==> config.mk <==
export PLATFORM = sky130hd
export DESIGN_NAME = threshold_peak_tagger
export DESIGN_NICKNAME = d
export VERILOG_FILES = /design/src/hw/rtl/tpt_pkg.sv /design/src/hw/rtl/threshold_peak_tagger.sv /design/src/hw/rtl/tpt_cell.sv /design/src/hw/rtl/tpt_chain.sv
export SDC_FILE = /design/constraint.sdc
export NUM_CORES = 2
export LEC_CHECK = 0
export BUFFER_PORTS_ARGS = -buffer_cell sky130_fd_sc_hd__buf_2
export CORE_MARGIN = 3
export CORE_UTILIZATION = 43
export CTS_CLUSTER_SIZE = 28
export DETAILED_ROUTE_END_ITERATION = 10
export HOLD_SLACK_MARGIN = 0.15
export PLACE_DENSITY_LB_ADDON = 0.2
export SYNTH_ARGS = -nofsm -noshare
export SYNTH_HDL_FRONTEND = slang
export SYNTH_SLANG_ARGS = --single-unit
==> constraint.sdc <==
create_clock -name clock -period 40.9 [get_ports clock]
set_input_delay 0 -clock clock [delete_from_list [all_inputs] [get_ports clock]]
set_output_delay 0 -clock clock [all_outputs]
set_load 0.02 [all_outputs]
==> src/hw/rtl/tpt_pkg.sv <==
`timescale 1ns / 1ps
// ----------------------------------------------------------------------------
// Threshold peak tagger package
// Widths, types and codes shared by the peak tagger modules.
// ----------------------------------------------------------------------------
package tpt_pkg;

   localparam int WINDOW_DEPTH   = 64;
   localparam int SAMPLE_WIDTH   = 16;
   localparam int COUNT_WIDTH    = 48;
   localparam int AGE_WIDTH      = $clog2(WINDOW_DEPTH);
   localparam int FILL_WIDTH     = $clog2(WINDOW_DEPTH + 1);
   localparam int LA_WIDTH       = 6;
   localparam int CSR_WIDTH      = 16;
   localparam int CSR_ADDR_WIDTH = 2;
   localparam int REQ_DATA_WIDTH = ((SAMPLE_WIDTH + 7) / 8) * 8;
   localparam int RSP_FIELD_BITS = 2 * SAMPLE_WIDTH + COUNT_WIDTH;
   localparam int RSP_DATA_WIDTH = ((RSP_FIELD_BITS + 7) / 8) * 8;

   typedef logic signed [SAMPLE_WIDTH-1:0] sample_type;
   typedef logic [COUNT_WIDTH-1:0]         count_type;
   typedef logic [AGE_WIDTH-1:0]           age_type;
   typedef logic [FILL_WIDTH-1:0]          fill_type;

   typedef enum logic [1:0] {
      RING_HOLD,
      RING_LOAD,
      RING_DOWN,
      RING_UP
   } ring_op_type;

   typedef enum logic [CSR_ADDR_WIDTH-1:0] {
      CSR_THRESHOLD,
      CSR_SEARCH_SPAN,
      CSR_TAG_OFFSET,
      CSR_BLANK_LENGTH
   } csr_index_type;

   typedef enum logic [2:0] {
      ST_IDLE,
      ST_SCAN,
      ST_FIX,
      ST_RESTORE,
      ST_DONE
   } state_type;

endpackage

==> src/hw/rtl/threshold_peak_tagger.sv <==
`timescale 1ns / 1ps
// ----------------------------------------------------------------------------
// Threshold peak tagger
// Passes samples through and tags the window maximum once the oldest sample
// of the look-ahead window crosses the threshold outside the blanking time.
//
//   Channel  Direction  Contents
//   req_     in         one sample per transaction
//   rsp_     out        sample, tag position and tag value; tuser is the tag flag
//   csr_     in         register writes, no read-back
//
// After a sample is accepted, the sample ring turns one cell per cycle: once
// to scan the window of span + 1 cells from cell 0, where span is the search
// span register, and once to turn it back; the tag is settled between the
// two turns and the result is loaded after them. The next sample is accepted
// only once that result is loaded.
// Reset is synchronous and clears control state and registers; the window
// cells are not cleared, as no detection reads a cell before it is filled.
// A result that is not taken holds the block before it returns to idle.
// ----------------------------------------------------------------------------
module threshold_peak_tagger (
   input  logic                                       clock,
   input  logic                                       reset,
   input  logic                                       req_tvalid,
   output logic                                       req_tready,
   input  logic [tpt_pkg::REQ_DATA_WIDTH-1:0]         req_tdata,  // sample_in
   output logic                                       rsp_tvalid,
   input  logic                                       rsp_tready,
   // sample_out, tag_position, tag_value
   output logic [tpt_pkg::RSP_DATA_WIDTH-1:0]         rsp_tdata,
   output logic                                       rsp_tuser,  // tag_valid
   input  logic                                       csr_we,
   input  logic [tpt_pkg::CSR_ADDR_WIDTH-1:0]         csr_addr,
   input  logic [tpt_pkg::CSR_WIDTH-1:0]              csr_wdata
);
   import tpt_pkg::*;

   state_type             state_ff, state_in;
   count_type             count_ff, count_in;
   count_type             blank_until_ff, blank_until_in;
   fill_type              fill_ff, fill_in;
   logic                  rsp_valid_ff, rsp_valid_in;
   sample_type            threshold_ff, threshold_in;
   logic [LA_WIDTH-1:0]   search_span_ff, search_span_in;
   logic signed [15:0]    tag_offset_ff, tag_offset_in;
   logic [15:0]           blank_length_ff, blank_length_in;

   count_type             oldest_ff, oldest_in;
   count_type             base_ff, base_in;
   count_type             pos_ff, pos_in;
   sample_type            sample_ff, sample_in;
   sample_type            best_val_ff, best_val_in;
   age_type               best_age_ff, best_age_in;
   age_type               step_ff, step_in;
   logic                  thr_ok_ff, thr_ok_in;
   logic                  hit_ff, hit_in;
   sample_type            rsp_sample_ff, rsp_sample_in;
   logic                  rsp_tag_ff, rsp_tag_in;
   count_type             rsp_pos_ff, rsp_pos_in;
   sample_type            rsp_value_ff, rsp_value_in;

   ring_op_type           ring_op;
   sample_type            tap;
   age_type               la_eff;
   count_type             offset_ext;

   tpt_chain u_chain (
      .clock       (clock),
      .op          (ring_op),
      .load_sample (sample_type'(req_tdata[SAMPLE_WIDTH-1:0])),
      .tap         (tap)
   );

   assign la_eff = (int'(search_span_ff) > WINDOW_DEPTH - 1) ?
                   AGE_WIDTH'(WINDOW_DEPTH - 1) : AGE_WIDTH'(search_span_ff);
   assign offset_ext = {{(COUNT_WIDTH - 16){tag_offset_ff[15]}}, tag_offset_ff};

   always_comb begin
      state_in        = state_ff;
      count_in        = count_ff;
      blank_until_in  = blank_until_ff;
      fill_in         = fill_ff;
      rsp_valid_in    = rsp_valid_ff;
      threshold_in    = threshold_ff;
      search_span_in  = search_span_ff;
      tag_offset_in   = tag_offset_ff;
      blank_length_in = blank_length_ff;
      oldest_in       = oldest_ff;
      base_in         = base_ff;
      pos_in          = pos_ff;
      sample_in       = sample_ff;
      best_val_in     = best_val_ff;
      best_age_in     = best_age_ff;
      step_in         = step_ff;
      thr_ok_in       = thr_ok_ff;
      hit_in          = hit_ff;
      rsp_sample_in   = rsp_sample_ff;
      rsp_tag_in      = rsp_tag_ff;
      rsp_pos_in      = rsp_pos_ff;
      rsp_value_in    = rsp_value_ff;
      ring_op         = RING_HOLD;

      if (csr_we) begin
         unique case (csr_index_type'(csr_addr))
            CSR_THRESHOLD:    threshold_in    = sample_type'(csr_wdata);
            CSR_SEARCH_SPAN:  search_span_in  = csr_wdata[LA_WIDTH-1:0];
            CSR_TAG_OFFSET:   tag_offset_in   = csr_wdata;
            CSR_BLANK_LENGTH: blank_length_in = csr_wdata;
         endcase
      end

      if (rsp_valid_ff && rsp_tready) begin
         rsp_valid_in = 1'b0;
      end

      unique case (state_ff)
         ST_IDLE: begin
            if (req_tvalid) begin
               ring_op   = RING_LOAD;
               sample_in = sample_type'(req_tdata[SAMPLE_WIDTH-1:0]);
               count_in  = count_ff + COUNT_WIDTH'(1);
               oldest_in = count_ff - COUNT_WIDTH'(la_eff);
               base_in   = count_ff + offset_ext;
               if (fill_ff != FILL_WIDTH'(WINDOW_DEPTH)) begin
                  fill_in = fill_ff + FILL_WIDTH'(1);
               end
               step_in  = '0;
               state_in = ST_SCAN;
            end
         end
         ST_SCAN: begin
            ring_op = RING_DOWN;
            if (step_ff == '0 || tap >= best_val_ff) begin
               best_val_in = tap;
               best_age_in = step_ff;
            end
            if (step_ff == la_eff) begin
               thr_ok_in = tap > threshold_ff;
               step_in   = '0;
               state_in  = ST_FIX;
            end else begin
               step_in = step_ff + AGE_WIDTH'(1);
            end
         end
         ST_FIX: begin
            pos_in   = base_ff - COUNT_WIDTH'(best_age_ff);
            hit_in   = (fill_ff > FILL_WIDTH'(la_eff)) && (oldest_ff >= blank_until_ff)
                       && thr_ok_ff;
            state_in = ST_RESTORE;
         end
         ST_RESTORE: begin
            ring_op = RING_UP;
            if (step_ff == '0 && hit_ff) begin
               blank_until_in = pos_ff + COUNT_WIDTH'(blank_length_ff) + COUNT_WIDTH'(1);
            end
            if (step_ff == la_eff) begin
               state_in = ST_DONE;
            end else begin
               step_in = step_ff + AGE_WIDTH'(1);
            end
         end
         ST_DONE: begin
            if (!rsp_valid_ff || rsp_tready) begin
               rsp_valid_in  = 1'b1;
               rsp_sample_in = sample_ff;
               rsp_tag_in    = hit_ff;
               rsp_pos_in    = hit_ff ? pos_ff : '0;
               rsp_value_in  = hit_ff ? best_val_ff : '0;
               state_in      = ST_IDLE;
            end
         end
         default: state_in = ST_IDLE;
      endcase
   end

   always_ff @(posedge clock) begin
      if (reset) begin
         state_ff        <= ST_IDLE;
         count_ff        <= '0;
         blank_until_ff  <= '0;
         fill_ff         <= '0;
         rsp_valid_ff    <= 1'b0;
         threshold_ff    <= '0;
         search_span_ff  <= '0;
         tag_offset_ff   <= '0;
         blank_length_ff <= '0;
      end else begin
         state_ff        <= state_in;
         count_ff        <= count_in;
         blank_until_ff  <= blank_until_in;
         fill_ff         <= fill_in;
         rsp_valid_ff    <= rsp_valid_in;
         threshold_ff    <= threshold_in;
         search_span_ff  <= search_span_in;
         tag_offset_ff   <= tag_offset_in;
         blank_length_ff <= blank_length_in;
      end
   end

   always_ff @(posedge clock) begin
      oldest_ff     <= oldest_in;
      base_ff       <= base_in;
      pos_ff        <= pos_in;
      sample_ff     <= sample_in;
      best_val_ff   <= best_val_in;
      best_age_ff   <= best_age_in;
      step_ff       <= step_in;
      thr_ok_ff     <= thr_ok_in;
      hit_ff        <= hit_in;
      rsp_sample_ff <= rsp_sample_in;
      rsp_tag_ff    <= rsp_tag_in;
      rsp_pos_ff    <= rsp_pos_in;
      rsp_value_ff  <= rsp_value_in;
   end

   assign req_tready = (state_ff == ST_IDLE);
   assign rsp_tvalid = rsp_valid_ff;
   assign rsp_tuser  = rsp_tag_ff;
   assign rsp_tdata  = RSP_DATA_WIDTH'({rsp_value_ff, rsp_pos_ff, rsp_sample_ff});

endmodule

==> src/hw/rtl/tpt_cell.sv <==
`timescale 1ns / 1ps
// ----------------------------------------------------------------------------
// Peak tagger window cell
// Holds one sample of the window and moves it to either neighbour.
// ----------------------------------------------------------------------------
module tpt_cell (
   input  logic                 clock,
   input  tpt_pkg::ring_op_type op,
   input  tpt_pkg::sample_type  from_lo,
   input  tpt_pkg::sample_type  from_hi,
   output tpt_pkg::sample_type  value
);
   import tpt_pkg::*;

   sample_type value_ff;
   sample_type value_in;

   always_comb begin
      unique case (op)
         RING_HOLD:          value_in = value_ff;
         RING_LOAD, RING_UP: value_in = from_lo;
         RING_DOWN:          value_in = from_hi;
      endcase
   end

   always_ff @(posedge clock) begin
      value_ff <= value_in;
   end

   assign value = value_ff;

endmodule

==> src/hw/rtl/tpt_chain.sv <==
`timescale 1ns / 1ps
// ----------------------------------------------------------------------------
// Peak tagger sample ring
// A row of window cells closed into a ring; cell 0 holds the newest sample
// when the ring is at rest and is the single read tap.
// ----------------------------------------------------------------------------
module tpt_chain (
   input  logic                 clock,
   input  tpt_pkg::ring_op_type op,
   input  tpt_pkg::sample_type  load_sample,
   output tpt_pkg::sample_type  tap
);
   import tpt_pkg::*;

   sample_type cell_value [WINDOW_DEPTH];

   genvar i;
   generate
      for (i = 0; i < WINDOW_DEPTH; i++) begin : g_cell
         sample_type lo;
         if (i == 0) begin : g_head
            assign lo = (op == RING_LOAD) ? load_sample : cell_value[WINDOW_DEPTH-1];
         end else begin : g_body
            assign lo = cell_value[i-1];
         end
         tpt_cell u_cell (
            .clock   (clock),
            .op      (op),
            .from_lo (lo),
            .from_hi (cell_value[(i + 1) % WINDOW_DEPTH]),
            .value   (cell_value[i])
         );
      end
   endgenerate

   assign tap = cell_value[0];

endmodule

* After elaboration in Yosys (flattened, before gate mapping) *
Index checks and enable logic that the tools add are counted.

cells by class
  add/subtract/negate cells = 8
  magnitude comparators = 4
  equality and inequality tests = 17
  multiplexer cells = 79
  reduce and logical (&&, ||, !) cells = 25

operators with widths
  cell                     count
  $pmux W16 S2             64
  $add A48 B1 Y48 const B  2
  $sub A48 B6 Y48          2
  $add A48 B16 Y48         1
  $add A48 B48 Y48         1
  $ge A48 B48 Y1           1
  $mux W6                  3
  $pmux W6 S3              1
  $reduce_and A2 Y1        9
  $ge A16 B16 Y1           1
  $gt A16 B16 Y1           1
  $mux W16                 1
  $pmux W3 S5              1
  $mux W3                  4
  $ne A2 B2 Y1 const B     5
  $eq A2 B2 Y1 const B     4
  $add A7 B1 Y7 const B    1
  $gt A7 B6 Y1             1
  $ne A7 B7 Y1 const B     1
  $add A6 B1 Y6 const B    1
  $eq A3 B2 Y1 const B     2
  $eq A6 B6 Y1             1
  $logic_not A6 Y1         1
  $pmux W2 S3              1
  13 further kinds         23

storage, ports and cells
  register bits = 1456
  input bits = 39
  output and inout bits = 83
  word-level logic and storage cells = 219

* Depth between registers and ports, before layout *
  depth in word-level cells = 5
  gate-level depth with buffers = 14

* By module *
Synthesis repeated with hierarchy kept, for this count alone.

second synthesis, totals
  cells, all modules = 4586
  area, all modules = 71130.7 um^2

by module, submodules not included
  module                 instances  cells an instance  area an instance (um^2)  sequential area each (um^2)
  tpt_cell               64         36                 749.5                    480.5
  threshold_peak_tagger  1          2263               22902.0                  11360.9
  tpt_chain              1          19                 262.8                    0.0

* Least setup slack after synthesis *
Ideal clock, no wire load.

  path type = register to register
  from = reg state_ff[1]
  to = reg u_chain.g_cell[0].u_cell.value_ff[0] (enable)
  library setup time = 1530 ps
  arrival = 28515 ps
  data required time = 39370 ps
  slack = 10856 ps
  stages on the path, launching flop included = 7
  clock period less this slack = 30044 ps
  path through = dfxtp_1 > clkbuf_1 > nor3_1 > and2_1 > clkbuf_1 > buf_1 > nand2b_1

on the way
  longest elaborated chain between the ends = 3
  elaborated cells between the ends (all ways) = 5
  classes of those cells = eq/ne: 2; mux: 1; reduce/logical: 2

ends and longest elaborated chain
  item                    line                          source
  start, declared         threshold_peak_tagger.sv:38   state_type state_ff, state_in;
  start signal, assigned  threshold_peak_tagger.sv:188  state_ff <= state_in;
  $logic_not A3 Y1        --
  via req_tready          threshold_peak_tagger.sv:25   output logic req_tready,
  $pmux W2 S3             threshold_peak_tagger.sv:116  unique case (state_ff)
  $logic_not A2 Y1        tpt_cell.sv:19                unique case (op)
  end signal, assigned    tpt_cell.sv:27                value_ff <= value_in;
  end, declared           tpt_cell.sv:15                sample_type value_ff;

The timed path passes the listed nets, and every way through them passes these cells.
A chain may end at the register's enable or synchronous reset.

* Worst setup path in the final report *
  from = reg state_ff[1]
  to = reg u_chain.g_cell[56].u_cell.value_ff[3] (enable)

on the way
  longest elaborated chain between the ends = 3
  elaborated cells between the ends (all ways) = 5
  classes of those cells = eq/ne: 2; mux: 1; reduce/logical: 2

ends and longest elaborated chain
  item                                  line
  $eq A3 B2 Y1 (tied with other cells)  threshold_peak_tagger.sv:116
  $pmux W2 S3 *                         threshold_peak_tagger.sv:116
  $logic_not A2 Y1 *                    tpt_cell.sv:19
  end signal, assigned                  tpt_cell.sv:27
  end, declared                         tpt_cell.sv:15

Every way passes the cells marked *; elsewhere a longest branch is shown, timed or not.

==> results.py <==
metrics = {
    "outcome": {
        "outcome": "completed",
    },
    "sta": {
        "setup_viol": 0,
        "rsz0062_at_grt": "false",
        "finalHoldViolCount": 0,
        "worst_pin_slew_ns": 1.17,
        "tns_ns": 0,
        "finalClockSkew_ns": 0.0531,
        "fin_crit_sh_pct": 14.8,
        "max_freq_ghz": 0.165,
        "maxSlewViolCount": 0,
        "min_period_ns": 6.04,
        "maxSlewHeadroom_pct": 22.0,
    },
    "layout": {
        "drive_gt1_share_pct": 6.03,
        "nNetsFinal": 6929,
        "final_cells": 8879,
        "final_area_mm2": 0.0748,
        "area_delta_synth_final_pct": 12.9,
        "n_antenna_cell": 0,
    },
    "setup_path": {
        "critPathLaunchType": "flop",
        "reg2regPathDepth": 7,
        "worstPathArrival_ns": 6.45,
        "end_kind": "flop",
        "crit_top_cell": "buf_4",
        "path_buf_inv": 4,
        "worst-path-stages": 7,
        "cp_data_required_time_ns": 41.31,
        "critPathMaxStageDelay_ns": 0.86,
        "r2r_setup_slack_ns": 34.86,
        "critPathTopFamily": "buffers and inverters",
        "cp_max_fo": 195,
        "critical_path_class": "reg2reg",
        "critPathSlowestCell": "nand2b_4",
        "path_cells": "nor3_1 > and2_4 > nand2b_4 > buf_4 > buf_4 > buf_12 > buf_4",
    },
    "global_routing": {
        "track_usage_pct": 17.4,
        "overflow": 0,
        "grt_first_pass_wirelength_um": 226000,
        "first_global_vias": 42800,
        "grt_max_degree": 237,
        "antenna_found_initial": 3,
    },
    "route": {
        "drc": 0,
        "wl_per_cell_um": 15.7,
        "drt_iter0_markers": 3680,
        "dr.pass1.iters": 5,
        "vias": 45000,
        "finalWirelength_um": 140000,
        "vias_per_cell": 5.07,
        "antenna_left": 0,
    },
    "floorplan": {
        "core_area_mm2": 0.152,
        "die_w_um": 399,
        "row_count": 143,
        "start_util_pct": 43.5,
        "die_height_um": 399,
        "pin_count": 122,
        "dieArea_mm2": 0.159,
    },
    "clock_tree": {
        "insertion_delay_ns": 0.79,
        "cts-root-buf": "clkbuf_16",
        "cts-htree-levels": 4,
        "cts_sinks": 1456,
        "cts_buffer_depth": 3,
        "cts_tree": "built",
        "cts-buffers-inserted": 158,
        "clkSlewWorstSetupHoldPaths_ns": 0.06,
    },
    "logic_synthesis": {
        "netlist.top_cell.by_area": "edfxtp_1",
        "yosysTopAreaCellShare_pct": 58.7,
        "synth_area_leaders": "edfxtp_1, nand2_1, dfxtp_1, ha_1, clkbuf_1",
        "avgSynthCellArea_um2": 10.0,
        "synth_most_common_cell": "nand2_1",
        "yosysSeqAreaShare_pct": 63.6,
        "synth_common_cells": "nand2_1, edfxtp_1, clkbuf_1",
        "postSynth.asyncResetShare_pct": 0,
        "ys_seq_elements": 1456,
        "yosysUniqueCellTypes": 66,
        "yosysWarnings": 0,
        "post_synth_instance_area_mm2": 0.0663,
        "netlist_instances": 6613,
        "synth-edff-count": 1295,
        "synth_flop_cell": "edfxtp_1",
        "syn_nets": 6822,
    },
    "min_path": {
        "min_path_type": "in2reg",
        "min_delay_path_depth": 4,
    },
    "power": {
        "irDropWorstVdd_v": 0.0000425,
        "powerDensity_mw_per_mm2": 54.7,
        "p_leak_uw": 0.0316,
    },
    "place": {
        "place.gp.congestion": 0.844,
        "place_area_mm2": 0.0686,
        "io_buffers": 121,
        "dp_hpwl_um": 87200,
        "placed_cells": 8489,
    },
    "flow_run": {
        "cap_viol_max_count": 0,
    },
}
## metal layers
metal | global-route usage, % | routed length [um] | vias to the layer above
met5 | 0 | 0 | -
li1 | - | - | 22300
met1 | 26.0 | 69500 | 21600
met2 | 26.0 | 60500 | 881
met3 | 3.10 | 6980 | 173
met4 | 4.53 | 2500 | 0
## worst paths after layout
kind                      from                                 end
setup / recovery   state_ff[1]  u_chain.g_cell[56].u_cell.value[3]
hold / removal      rsp_tready                          rsp_tvalid
setup reg to reg   state_ff[1]  u_chain.g_cell[56].u_cell.value[3]
hold reg to reg   sample_ff[5]                    rsp_sample_ff[5]
## report_power, final
group          internal (uW)  leakage (uW)  total, uW  switching (uW)
sequential              2000        0.0142       2150             153
combinational            176        0.0150        532             356
clock                    810       0.00250       1400             595
## flip-flops by register name, indices dropped and copies added, names as in the netlist, 48 cells and up
| signal | count |
|---|---|
| base_ff | 48 |
| blank_until_ff | 48 |
| count_ff | 48 |
| oldest_ff | 48 |
| pos_ff | 48 |
| rsp_pos_ff | 48 |
| u_chain.g_cell.u_cell.value | 1024 |
## cell type report
class,count,area (um^2)
flip-flops and latches,1456,42100
clock inverters,95,933
inverters,133,499
well taps,2030,2540
multi-input cells,4712,22500
fillers,14100,77700
repair buffers,259,1970
clock buffers,194,4190
## stage by stage
stage	util (%)	setup slack, ns	hold WS [ns]	power, uW
finish	49.1	34.86	0.250	4090
global route	49.1	34.35	0.211	4320
CTS	49.1	34.80	0.157	4140
detailed placement	45.0	34.77	0.226	2710
global placement	45.0	34.94	0.223	2690
floorplan	-	10.86	0.0989	2690
## cells in the final DEF (no fill, tap or decap), types with 6 or more instances in the layout
cell type,count
a211oi_1,36
a21o_1,60
a21oi_1,170
a31oi_1,10
and2_1,74
and3_1,29
and4_1,6
buf_12,6
buf_2,120
buf_4,32
bufinv_16,12
clkbuf_1,29
clkbuf_16,161
clkinv_1,33
clkinv_2,31
dfxtp_1,161
dlygate4sd3_1,101
edfxtp_1,1295
ha_1,166
inv_1,133
mux2i_1,26
nand2_1,3276
nand2b_1,18
nand3_1,49
nand4_1,48
nor2_1,183
nor2b_1,19
nor3_1,54
nor4_1,25
o21a_1,15
o21ai_0,89
o21bai_1,9
o31ai_1,12
o41ai_1,6
or2_2,8
or3_1,24
xnor2_1,93
xor2_1,123
## logic make-up (layout without fill, tap and decap cells)
family                   Yosys count  in the layout  synth area share [%]
AO/OA/AOI/OAI                    453            453                  4.22
XOR/XNOR                         216            216                  2.86
adder cells (fa/ha/maj)          170            170                  3.26
buffers and inverters            445            681                  2.53
flip-flops                      1456           1456                  63.6
multiplexers                      26             26                 0.393
AND/OR/NAND/NOR                 3847           3847                  23.2
## worst register-to-register path, stage by stage, from the launching register on
cell and delay (ns):
dfxtp_1 0.43, nor3_1 0.30, and2_4 0.47, nand2b_4 0.86
buf_4 0.87, buf_4 0.84, buf_12 0.83, buf_4 1.01
## timing repair
item,4_1_cts,5_1_grt
resized for setup,0,0
endpoints found under the hold margin,200,0
hold buffers,101,0
setup buffers,0,0
Power figures use the tool's default switching activity.
